$ cat src/rtl/redo_log_transaction_tracker_top_macros.svh
// Assertion macros shared by the redo log tracker RTL.
`ifndef REDO_LOG_TRANSACTION_TRACKER_TOP_MACROS_SVH
`define REDO_LOG_TRANSACTION_TRACKER_TOP_MACROS_SVH

// A property checked on every rising edge of clk_i outside reset.
`define RLT_ASSERT(name, prop, msg) \
  name: assert property (@(posedge clk_i) disable iff (!rst_ni) prop) else $error(msg);

// A condition that must never hold outside reset.
`define RLT_NEVER(name, expr, msg) \
  `RLT_ASSERT(name, !(expr), msg)

`endif

$ cat src/rtl/rlt_pkg.sv
// Types and constants of the redo log transaction tracker.
`default_nettype none

package rlt_pkg;

  localparam int unsigned LOG_ENTRIES_DEF = 32;

  localparam int unsigned BLK_W      = 32;
  localparam int unsigned CMD_W      = 2;
  localparam int unsigned STAT_W     = 3;
  localparam int unsigned SLOT_W     = 5;
  localparam int unsigned CNT_OUT_W  = 6;
  localparam int unsigned OPS_W      = 6;
  localparam int unsigned AREA_W     = 8;
  localparam int unsigned RSV_W      = 6;
  localparam int unsigned CFG_IDX_W  = 2;
  localparam int unsigned CFG_DATA_W = 8;
  localparam int unsigned NEED_W     = 14;

  localparam logic [OPS_W-1:0]  OPS_MAX  = 6'd63;
  localparam logic [AREA_W-1:0] AREA_RST = 8'd33;
  localparam logic [RSV_W-1:0]  RSV_RST  = 6'd10;

  localparam logic [CMD_W-1:0] CMD_BEGIN = 2'd0;
  localparam logic [CMD_W-1:0] CMD_END   = 2'd1;
  localparam logic [CMD_W-1:0] CMD_WRITE = 2'd2;

  localparam logic [STAT_W-1:0] ST_OK      = 3'd0;
  localparam logic [STAT_W-1:0] ST_WAIT    = 3'd1;
  localparam logic [STAT_W-1:0] ST_TOO_BIG = 3'd2;
  localparam logic [STAT_W-1:0] ST_OUTSIDE = 3'd3;
  localparam logic [STAT_W-1:0] ST_NO_OP   = 3'd4;

  localparam logic [CFG_IDX_W-1:0] CFG_LOG_AREA = 2'd0;
  localparam logic [CFG_IDX_W-1:0] CFG_OP_RSV   = 2'd1;

  typedef struct packed {
    logic tok_en;
    logic shift;
    logic wr_en;
  } rlt_cell_ctl_t;

  typedef struct packed {
    logic [STAT_W-1:0]    status;
    logic                 absorbed;
    logic                 copy_valid;
    logic [SLOT_W-1:0]    slot;
    logic [BLK_W-1:0]     home_block;
    logic                 last;
    logic [CNT_OUT_W-1:0] entries_now;
    logic [OPS_W-1:0]     open_ops_now;
  } rlt_res_t;

endpackage

`default_nettype wire

$ cat src/rtl/rlt_cell.sv
// One slot of the logged block table: stores a block, matches the search token, shifts on commit.
`default_nettype none

module rlt_cell #(
  parameter int unsigned INDEX = 0,
  parameter int unsigned IW    = 5
) (
  input  wire                       clk_i,
  input  wire                       rst_ni,
  input  rlt_pkg::rlt_cell_ctl_t    ctl_i,
  input  wire [rlt_pkg::BLK_W-1:0]  key_i,
  input  wire [IW-1:0]              wr_idx_i,
  input  wire [rlt_pkg::BLK_W-1:0]  wr_data_i,
  input  wire [rlt_pkg::BLK_W-1:0]  shift_data_i,
  input  wire                       tok_i,
  output logic                      tok_o,
  output logic                      hit_o,
  output logic [rlt_pkg::BLK_W-1:0] data_o
);

  import rlt_pkg::*;

  logic [BLK_W-1:0] data_q;
  logic             tok_q;

  always_ff @(posedge clk_i) begin
    if (ctl_i.wr_en && (wr_idx_i == IW'(INDEX))) begin
      data_q <= wr_data_i;
    end else if (ctl_i.shift) begin
      data_q <= shift_data_i;
    end
  end

  always_ff @(posedge clk_i or negedge rst_ni) begin
    if (!rst_ni) begin
      tok_q <= 1'b0;
    end else begin
      tok_q <= ctl_i.tok_en & tok_i;
    end
  end

  assign tok_o  = tok_q;
  assign hit_o  = tok_q && (data_q == key_i);
  assign data_o = data_q;

endmodule

`default_nettype wire

$ cat src/rtl/redo_log_transaction_tracker_top.sv
// Top level of the redo log transaction tracker: control sequencer, cell row and result register.
`default_nettype none

`include "redo_log_transaction_tracker_top_macros.svh"

// The block takes one command at a time. Begin, end without commit and any refused or
// ignored command are taken in S_IDLE and give their result beat from S_EXEC once the
// output side is free, as the block returns to S_IDLE. A write walks a search token along
// the row of table cells, one cell per cycle, and loads its result beat from S_WFIN once
// the output side is free. A commit shifts the row towards its head by one cell per output
// beat: after S_IDLE and S_EXEC, S_CMIT loads the copy result beats, one every cycle when
// the output side does not stall. The table needs no clearing after reset; the logged
// count alone says which cells hold data.
module redo_log_transaction_tracker_top #(
  parameter int unsigned LOG_ENTRIES = rlt_pkg::LOG_ENTRIES_DEF
) (
  input  wire                            clk_i,
  input  wire                            rst_ni,
  input  wire                            cfg_we_i,
  input  wire [rlt_pkg::CFG_IDX_W-1:0]   cfg_idx_i,
  input  wire [rlt_pkg::CFG_DATA_W-1:0]  cfg_data_i,
  input  wire                            in_valid_i,
  output logic                           in_ready_o,
  input  wire [rlt_pkg::CMD_W-1:0]       command_i,
  input  wire [rlt_pkg::BLK_W-1:0]       block_number_i,
  output logic                           out_valid_o,
  input  wire                            out_ready_i,
  output logic [rlt_pkg::STAT_W-1:0]     status_o,
  output logic                           absorbed_o,
  output logic                           copy_valid_o,
  output logic [rlt_pkg::SLOT_W-1:0]     slot_o,
  output logic [rlt_pkg::BLK_W-1:0]      home_block_o,
  output logic                           last_o,
  output logic [rlt_pkg::CNT_OUT_W-1:0]  entries_now_o,
  output logic [rlt_pkg::OPS_W-1:0]      open_ops_now_o
);

  import rlt_pkg::*;

  localparam int unsigned IW = $clog2(LOG_ENTRIES);
  localparam int unsigned CW = $clog2(LOG_ENTRIES + 1);

  localparam logic [2:0] S_IDLE = 3'd0;
  localparam logic [2:0] S_EXEC = 3'd1;
  localparam logic [2:0] S_SRCH = 3'd2;
  localparam logic [2:0] S_WFIN = 3'd3;
  localparam logic [2:0] S_CMIT = 3'd4;

  logic [2:0]        state_q, state_d;
  logic [CMD_W-1:0]  cmd_q, cmd_d;
  logic [BLK_W-1:0]  key_q, key_d;
  logic [CW-1:0]     cnt_q, cnt_d;
  logic [OPS_W-1:0]  ops_q, ops_d;
  logic [IW-1:0]     idx_q, idx_d;
  logic [CW-1:0]     n_q, n_d;
  logic              hit_q, hit_d;
  logic [AREA_W-1:0] area_q;
  logic [RSV_W-1:0]  rsv_q;
  logic              out_vld_q, out_vld_d;
  rlt_res_t          res_q, res_d;

  logic              out_free;
  logic              load;
  logic              inject;
  logic              any_hit;
  logic              full;
  logic [OPS_W:0]    ops_inc;
  logic [NEED_W-1:0] need;
  rlt_cell_ctl_t     ctl;

  logic [LOG_ENTRIES:0]   tok_w;
  logic [LOG_ENTRIES-1:0] hit_w;
  logic [BLK_W-1:0]       data_w [LOG_ENTRIES];

  for (genvar g = 0; g < LOG_ENTRIES; g++) begin : g_cell
    logic [BLK_W-1:0] shift_in;
    if (g == LOG_ENTRIES - 1) begin : g_tail
      assign shift_in = '0;
    end else begin : g_body
      assign shift_in = data_w[g+1];
    end
    rlt_cell #(
      .INDEX(g),
      .IW   (IW)
    ) u_cell (
      .clk_i       (clk_i),
      .rst_ni      (rst_ni),
      .ctl_i       (ctl),
      .key_i       (key_q),
      .wr_idx_i    (idx_q),
      .wr_data_i   (key_q),
      .shift_data_i(shift_in),
      .tok_i       (tok_w[g]),
      .tok_o       (tok_w[g+1]),
      .hit_o       (hit_w[g]),
      .data_o      (data_w[g])
    );
  end

  assign tok_w[0] = inject;
  assign any_hit  = |hit_w;
  assign out_free = !out_vld_q || out_ready_i;
  assign ops_inc  = {1'b0, ops_q} + (OPS_W + 1)'(1);
  assign need     = NEED_W'(cnt_q) + NEED_W'(ops_inc) * NEED_W'(rsv_q);
  assign full     = (cnt_q >= CW'(LOG_ENTRIES)) ||
                    ((9'(cnt_q) + 9'd1) >= {1'b0, area_q});

  always_comb begin
    state_d    = state_q;
    cmd_d      = cmd_q;
    key_d      = key_q;
    cnt_d      = cnt_q;
    ops_d      = ops_q;
    idx_d      = idx_q;
    n_d        = n_q;
    hit_d      = hit_q;
    load       = 1'b0;
    inject     = 1'b0;
    in_ready_o = 1'b0;
    ctl.tok_en = (state_q == S_EXEC) || (state_q == S_SRCH);
    ctl.shift  = 1'b0;
    ctl.wr_en  = 1'b0;
    res_d      = '0;
    res_d.last = 1'b1;

    case (state_q)
      S_IDLE: begin
        in_ready_o = 1'b1;
        if (in_valid_i) begin
          cmd_d   = command_i;
          key_d   = block_number_i;
          state_d = S_EXEC;
        end
      end
      S_EXEC: begin
        if (out_free) begin
          state_d = S_IDLE;
          case (cmd_q)
            CMD_BEGIN: begin
              load = 1'b1;
              if ((ops_q == OPS_MAX) || (need > NEED_W'(LOG_ENTRIES))) begin
                res_d.status = ST_WAIT;
              end else begin
                ops_d = ops_q + OPS_W'(1);
              end
            end
            CMD_END: begin
              if (ops_q == '0) begin
                load         = 1'b1;
                res_d.status = ST_NO_OP;
              end else if ((ops_q != OPS_W'(1)) || (cnt_q == '0)) begin
                load  = 1'b1;
                ops_d = ops_q - OPS_W'(1);
              end else begin
                ops_d   = '0;
                n_d     = cnt_q;
                cnt_d   = '0;
                idx_d   = '0;
                state_d = S_CMIT;
              end
            end
            CMD_WRITE: begin
              if (full) begin
                load         = 1'b1;
                res_d.status = ST_TOO_BIG;
              end else if (ops_q == '0) begin
                load         = 1'b1;
                res_d.status = ST_OUTSIDE;
              end else if (cnt_q == '0) begin
                hit_d   = 1'b0;
                idx_d   = '0;
                state_d = S_WFIN;
              end else begin
                inject  = 1'b1;
                idx_d   = '0;
                state_d = S_SRCH;
              end
            end
            default: begin
              load = 1'b1;
            end
          endcase
        end
      end
      S_SRCH: begin
        if (any_hit) begin
          hit_d   = 1'b1;
          state_d = S_WFIN;
        end else if ((CW'(idx_q) + CW'(1)) == cnt_q) begin
          hit_d   = 1'b0;
          idx_d   = IW'(cnt_q);
          state_d = S_WFIN;
        end else begin
          idx_d = idx_q + IW'(1);
        end
      end
      S_WFIN: begin
        if (out_free) begin
          load             = 1'b1;
          res_d.absorbed   = hit_q;
          res_d.slot       = SLOT_W'(idx_q);
          res_d.home_block = key_q;
          ctl.wr_en        = !hit_q;
          if (!hit_q) begin
            cnt_d = cnt_q + CW'(1);
          end
          state_d = S_IDLE;
        end
      end
      S_CMIT: begin
        if (out_free) begin
          load             = 1'b1;
          ctl.shift        = 1'b1;
          res_d.copy_valid = 1'b1;
          res_d.slot       = SLOT_W'(idx_q);
          res_d.home_block = data_w[0];
          res_d.last       = (CW'(idx_q) + CW'(1)) == n_q;
          idx_d            = idx_q + IW'(1);
          if (res_d.last) begin
            state_d = S_IDLE;
          end
        end
      end
      default: begin
        state_d = S_IDLE;
      end
    endcase

    res_d.entries_now  = CNT_OUT_W'(cnt_d);
    res_d.open_ops_now = ops_d;

    if (load) begin
      out_vld_d = 1'b1;
    end else if (out_ready_i) begin
      out_vld_d = 1'b0;
    end else begin
      out_vld_d = out_vld_q;
    end
  end

  always_ff @(posedge clk_i or negedge rst_ni) begin
    if (!rst_ni) begin
      state_q   <= S_IDLE;
      cnt_q     <= '0;
      ops_q     <= '0;
      idx_q     <= '0;
      n_q       <= '0;
      hit_q     <= 1'b0;
      out_vld_q <= 1'b0;
      area_q    <= AREA_RST;
      rsv_q     <= RSV_RST;
    end else begin
      state_q   <= state_d;
      cnt_q     <= cnt_d;
      ops_q     <= ops_d;
      idx_q     <= idx_d;
      n_q       <= n_d;
      hit_q     <= hit_d;
      out_vld_q <= out_vld_d;
      if (cfg_we_i) begin
        case (cfg_idx_i)
          CFG_LOG_AREA: area_q <= cfg_data_i[AREA_W-1:0];
          CFG_OP_RSV:   rsv_q  <= cfg_data_i[RSV_W-1:0];
          default: begin
          end
        endcase
      end
    end
  end

  always_ff @(posedge clk_i) begin
    cmd_q <= cmd_d;
    key_q <= key_d;
    if (load) begin
      res_q <= res_d;
    end
  end

  assign out_valid_o    = out_vld_q;
  assign status_o       = res_q.status;
  assign absorbed_o     = res_q.absorbed;
  assign copy_valid_o   = res_q.copy_valid;
  assign slot_o         = res_q.slot;
  assign home_block_o   = res_q.home_block;
  assign last_o         = res_q.last;
  assign entries_now_o  = res_q.entries_now;
  assign open_ops_now_o = res_q.open_ops_now;

  `RLT_NEVER(a_cnt_bound, cnt_q > CW'(LOG_ENTRIES), "logged count beyond table size")
  `RLT_ASSERT(a_srch_tok, (state_q == S_SRCH) |-> $onehot(tok_w[LOG_ENTRIES:1]), "search token lost")
  `RLT_ASSERT(a_srch_idx, (state_q == S_SRCH) |-> (CW'(idx_q) < cnt_q), "search past logged entries")
  `RLT_ASSERT(a_cmit_clr, (state_q == S_CMIT) |-> ((cnt_q == '0) && (ops_q == '0)), "commit with live counts")

endmodule

`default_nettype wire
$ cat config.mk
export PLATFORM = sky130hd
export DESIGN_NAME = redo_log_transaction_tracker_top
export DESIGN_NICKNAME = d
export VERILOG_FILES = /design/src/rtl/rlt_pkg.sv /design/src/rtl/rlt_cell.sv /design/src/rtl/redo_log_transaction_tracker_top.sv
export VERILOG_INCLUDE_DIRS = /design/src /design/src/rtl
export SDC_FILE = /design/constraint.sdc
export NUM_CORES = 2
export LEC_CHECK = 0
export BUFFER_PORTS_ARGS = -buffer_cell sky130_fd_sc_hd__buf_2
export CORE_ASPECT_RATIO = 1.2
export CORE_MARGIN = 2
export CORE_UTILIZATION = 35
export DETAILED_ROUTE_END_ITERATION = 12
export PLACE_DENSITY = 0.62
export SETUP_SLACK_MARGIN = 0.02
export SLEW_MARGIN = 20
export SYNTH_ARGS = -nofsm -noshare
export SYNTH_HDL_FRONTEND = slang
export SYNTH_SLANG_ARGS = --single-unit
$ cat constraint.sdc
create_clock -name clk_i -period 5.5 [get_ports clk_i]
set_input_delay 0.825 -clock clk_i [delete_from_list [all_inputs] [get_ports clk_i]]
set_output_delay 0.825 -clock clk_i [all_outputs]
set_load 0.005 [all_outputs]
==> flow_metrics.py <==
metrics = {
    "layout": {
        "fin_cells": 7952,
        "syn_to_final_growth_pct": 13.1,
        "drive_above_1_share_pct": 27.1,
        "fin_nets": 5486,
        "final_util_pct": 39.9,
    },
    "synth": {
        "yosysTopAreaCell": "edfxtp_1",
        "synth.area.top_cells": "edfxtp_1 50%, mux2_2 14%, xnor2_1 8.7%, xor2_1 4.9%, dfrtp_1 2.6%",
        "ys_types": 85,
        "postSynthCellCount": 5269,
        "syn-cell-area_um2": 66800,
        "ys_seq_area_share_pct": 52.8,
        "synth_top_area_share_pct": 50.0,
        "avgSynthCellArea_um2": 12.7,
        "synth_edf_count": 1113,
        "synth_nets": 5400,
        "async_flop_share_pct": 6.23,
        "ys_warn_count": 0,
        "ys_ff_latch": 1187,
        "ys_dominant_reg_cell": "edfxtp_1",
    },
    "worst_setup_path": {
        "cpMaxStageDelayCell": "fa_2",
        "cp_cell_sequence": "and3_4 -> nand3_4 -> xor2_2 -> nand2b_4 -> fa_1 -> fa_1 -> inv_1 -> fa_1 -> inv_1 -> fa_2 -> inv_2 -> ha_4 -> or3_4 -> a21o_1 -> a21oi_2 -> o21bai_1 -> xor2_1 -> a2111oi_4 -> buf_6 -> nand2b_4 -> o211ai_1 -> a211o_1",
        "max_stage_delay_ns": 0.53,
        "worstSetupStartpointType": "register",
        "path_common_cell": "fa_1",
        "path_class": "reg -> reg",
        "required_ns": 6.02,
        "cp_max_fo": 7,
        "end_kind": "register",
        "worstPathArrival_ns": 6.26,
    },
    "floorplanning": {
        "chipWidth_um": 403,
        "rows": 175,
        "ios": 106,
        "die_y_um": 483,
        "fp.dieArea_um2": 194000,
        "start_util_pct": 35.2,
        "coreArea_um2": 190000,
    },
    "detailed_routing": {
        "drc": 0,
        "dr_total_vias": 45079,
        "dr.first_iter.drc_count": 4880,
        "drt-total-wl_mm": 235,
        "wl_per_cell_um": 29.6,
        "drtPass1Iterations": 8,
        "route.antenna.remaining_nets": 0,
        "viasPerCell": 5.67,
    },
    "power": {
        "ir_drop_mv": 0.348,
        "power_leakage_nw": 25.7,
        "power.density_nw_per_um2": 374,
    },
    "sta": {
        "post-route-min-period_ns": 5.74,
        "timing.final.crit_share_pct": 104,
        "maxSlewHeadroom_pct": 25.3,
        "fin_skew_ns": 0.0349,
        "fmax_mhz": 174,
        "worstMarginPinSlew_ns": 1.11,
        "timing.final.ws_setup_ns": -0.238,
        "hold_violations": 0,
        "slew_violations": 0,
        "rsz0062_at_grt": "true",
        "setup_viol": 10,
    },
    "placement": {
        "gp_congestion": 0.942,
        "dp_cells": 7683,
        "dp_hpwl_mm": 166,
        "port_buffers": 105,
    },
    "clocking": {
        "cts-hold-fix-buffers": 0,
        "clkTransAtPathRegs_ns": 0.06,
        "cts_buffers": 138,
        "cts_num_sinks": 1187,
        "cts_root_buf": "clkbuf_16",
        "clk_latency_ns": 0.80,
        "htreeDepth": 4,
        "tritoncts": "built",
        "clk_path_buf_depth": 3,
    },
    "grt": {
        "gr-usage-all-layers_pct": 23.7,
        "grt_pass1_wl_mm": 334,
        "grt_max_degree": 66,
        "antenna_found_initial": 8,
        "grt.overflow.total": 0,
        "first_global_vias": 45689,
    },
    "status": {
        "violations": "setup timing",
        "status": "finished, violations left",
    },
    "job": {
        "maxCapViolCount": 0,
    },
    "min_path": {
        "worstHoldPathType": "in -> async",
    },
}
[layout make-up]
type / count / area (um2)
fillers: 17775 / 114000
inverters: 51 / 191
flip-flops and latches: 1187 / 35300
multi-input cells: 3639 / 29600
repair buffers: 338 / 2790
diodes: 3 / 7.51
well taps: 2478 / 3100
clock inverters: 82 / 892
clock buffers: 174 / 3720
[flip-flops by register name, summed over array words and instances (netlist names)]
name,cells
absorbed_o,1
area_q,8
cmd_q,2
cnt_q,6
copy_valid_o,1
entries_now_o,6
g_cell.u_cell.data_o,1024
g_cell.u_cell.tok_o,32
hit_q,1
home_block_o,32
idx_q,5
key_q,32
last_o,1
n_q,6
open_ops_now_o,6
ops_q,6
out_valid_o,1
rsv_q,6
slot_o,5
state_q,3
status_o,3
[path summary, 6_finish.rpt]
| path | from | end | slack (ns) | cells after the start |
|---|---|---|---|---|
| max in group asynchronous | rst_ni | g_cell[17].u_cell.tok_o$_DFF_PN0_ | 4.09 | 2 |
| min in group clk_i | block_number_i[27] | key_q[27]$_DFFE_PP_ | 0.19 | 1 |
| max | ops_q[1]$_DFF_PN0_ | open_ops_now_o[2]$_DFFE_PP_ | -0.24 | 22 |
| min | rst_ni | ops_q[0]$_DFF_PN0_ | 0.17 | 1 |
| max reg2reg | ops_q[1]$_DFF_PN0_ | open_ops_now_o[2]$_DFFE_PP_ | -0.24 | 22 |
| min reg2reg | g_cell[3].u_cell.tok_o$_DFF_PN0_ | g_cell[4].u_cell.tok_o$_DFF_PN0_ | 0.50 | 1 |
[synthesized netlist by cell type, drive strengths merged, types with 4 or more instances]
| library cell | count |
|---|---|
| edfxtp | 1113 |
| mux2 | 856 |
| xnor2 | 668 |
| xor2 | 371 |
| nand2 | 357 |
| nand4 | 269 |
| clkbuf | 232 |
| nor4 | 228 |
| o21ai | 192 |
| buf | 160 |
| nand3 | 94 |
| nor2 | 79 |
| dfrtp | 70 |
| and2 | 58 |
| ha | 58 |
| inv | 50 |
| and3 | 46 |
| nor2b | 42 |
| nor3 | 35 |
| a22o | 31 |
| nand4b | 27 |
| fa | 24 |
| nand2b | 24 |
| a21oi | 23 |
| or2 | 18 |
| or4 | 17 |
| or3b | 12 |
| a21o | 10 |
| nor4b | 9 |
| nor3b | 8 |
| a2111oi | 6 |
| and4 | 6 |
| a211oi | 5 |
| nand3b | 5 |
| o22ai | 5 |
| or3 | 5 |
| dfstp | 4 |
| o21a | 4 |
[per-layer routing]
layer / vias to the layer above / track usage (%) / part of all wire (%)
met5: - / 0 / 0.011
met4: 4 / 9.38 / 4.2
met3: 454 / 3.50 / 6.6
met2: 2039 / 39.2 / 47
met1: 22942 / 31.3 / 42
li1: 19640 / - / -
[worst max-delay path, delay by kind of cell (launching register included)]
kind                     cells  cell delay [ns]
XOR/XNOR                     2             0.36
adder cells (fa/ha/maj)      5             2.14
buffers and inverters        4             0.34
flip-flops                   1             0.43
AO/OA/AOI/OAI                6             1.25
AND/OR/NAND/NOR              5             0.95
[layout by cell type, fill, tap and decap left out, drive strengths merged, types with 62 or more instances in the layout]
cell	n
buf	338
clkbuf	174
clkinv	62
dfrtp	70
edfxtp	1113
mux2	856
nand2	357
nand3	94
nand4	269
nor2	79
nor4	228
o21ai	192
xnor2	668
xor2	371
[repair_timing]
action                     4_1_cts  5_1_grt
setup endpoints to repair       13       13
pin swaps                       13       14
resized for setup               19       24
gates cloned                     0        0
setup buffers                    4        6
[cells by family (layout without fill, tap and decap cells)]
| family | after synthesis | count (layout) | share of synthesized area, % |
|---|---|---|---|
| and+or+nand+nor | 1350 | 1350 | 11.1 |
| muxes | 859 | 859 | 14.5 |
| xor gates and xnor gates | 1039 | 1039 | 13.6 |
| DFF | 1187 | 1187 | 52.8 |
| AOI/OAI and AO/OA | 309 | 309 | 2.84 |
| adders and majority gates | 82 | 82 | 1.81 |
| other | 0 | 3 | 0 |
| buffers and inverters | 443 | 645 | 3.31 |
[stage by stage]
stage               TNS (ns)  cell area (um2)  power (mW)  setup slack, ns  hold WS, ns
finish                 -1.21            75600        28.3           -0.238        0.172
global route           -2.79            75600        29.3           -0.371        0.152
CTS                   -0.973            75400        28.1           -0.222        0.126
detailed placement     -1.52            70700        18.5           -0.262        0.475
global placement       -1.54            70700        18.6           -0.266        0.477
floorplan            -0.0367            66900        15.5          -0.0367        0.446
[power by group]
part / switching, mW / total [mW] / internal, mW
Combinational: 5.15 / 8.06 / 2.91
Clock: 4.00 / 9.49 / 5.49
Sequential: 0.445 / 10.8 / 10.3
(Power assumes the default switching activity.)
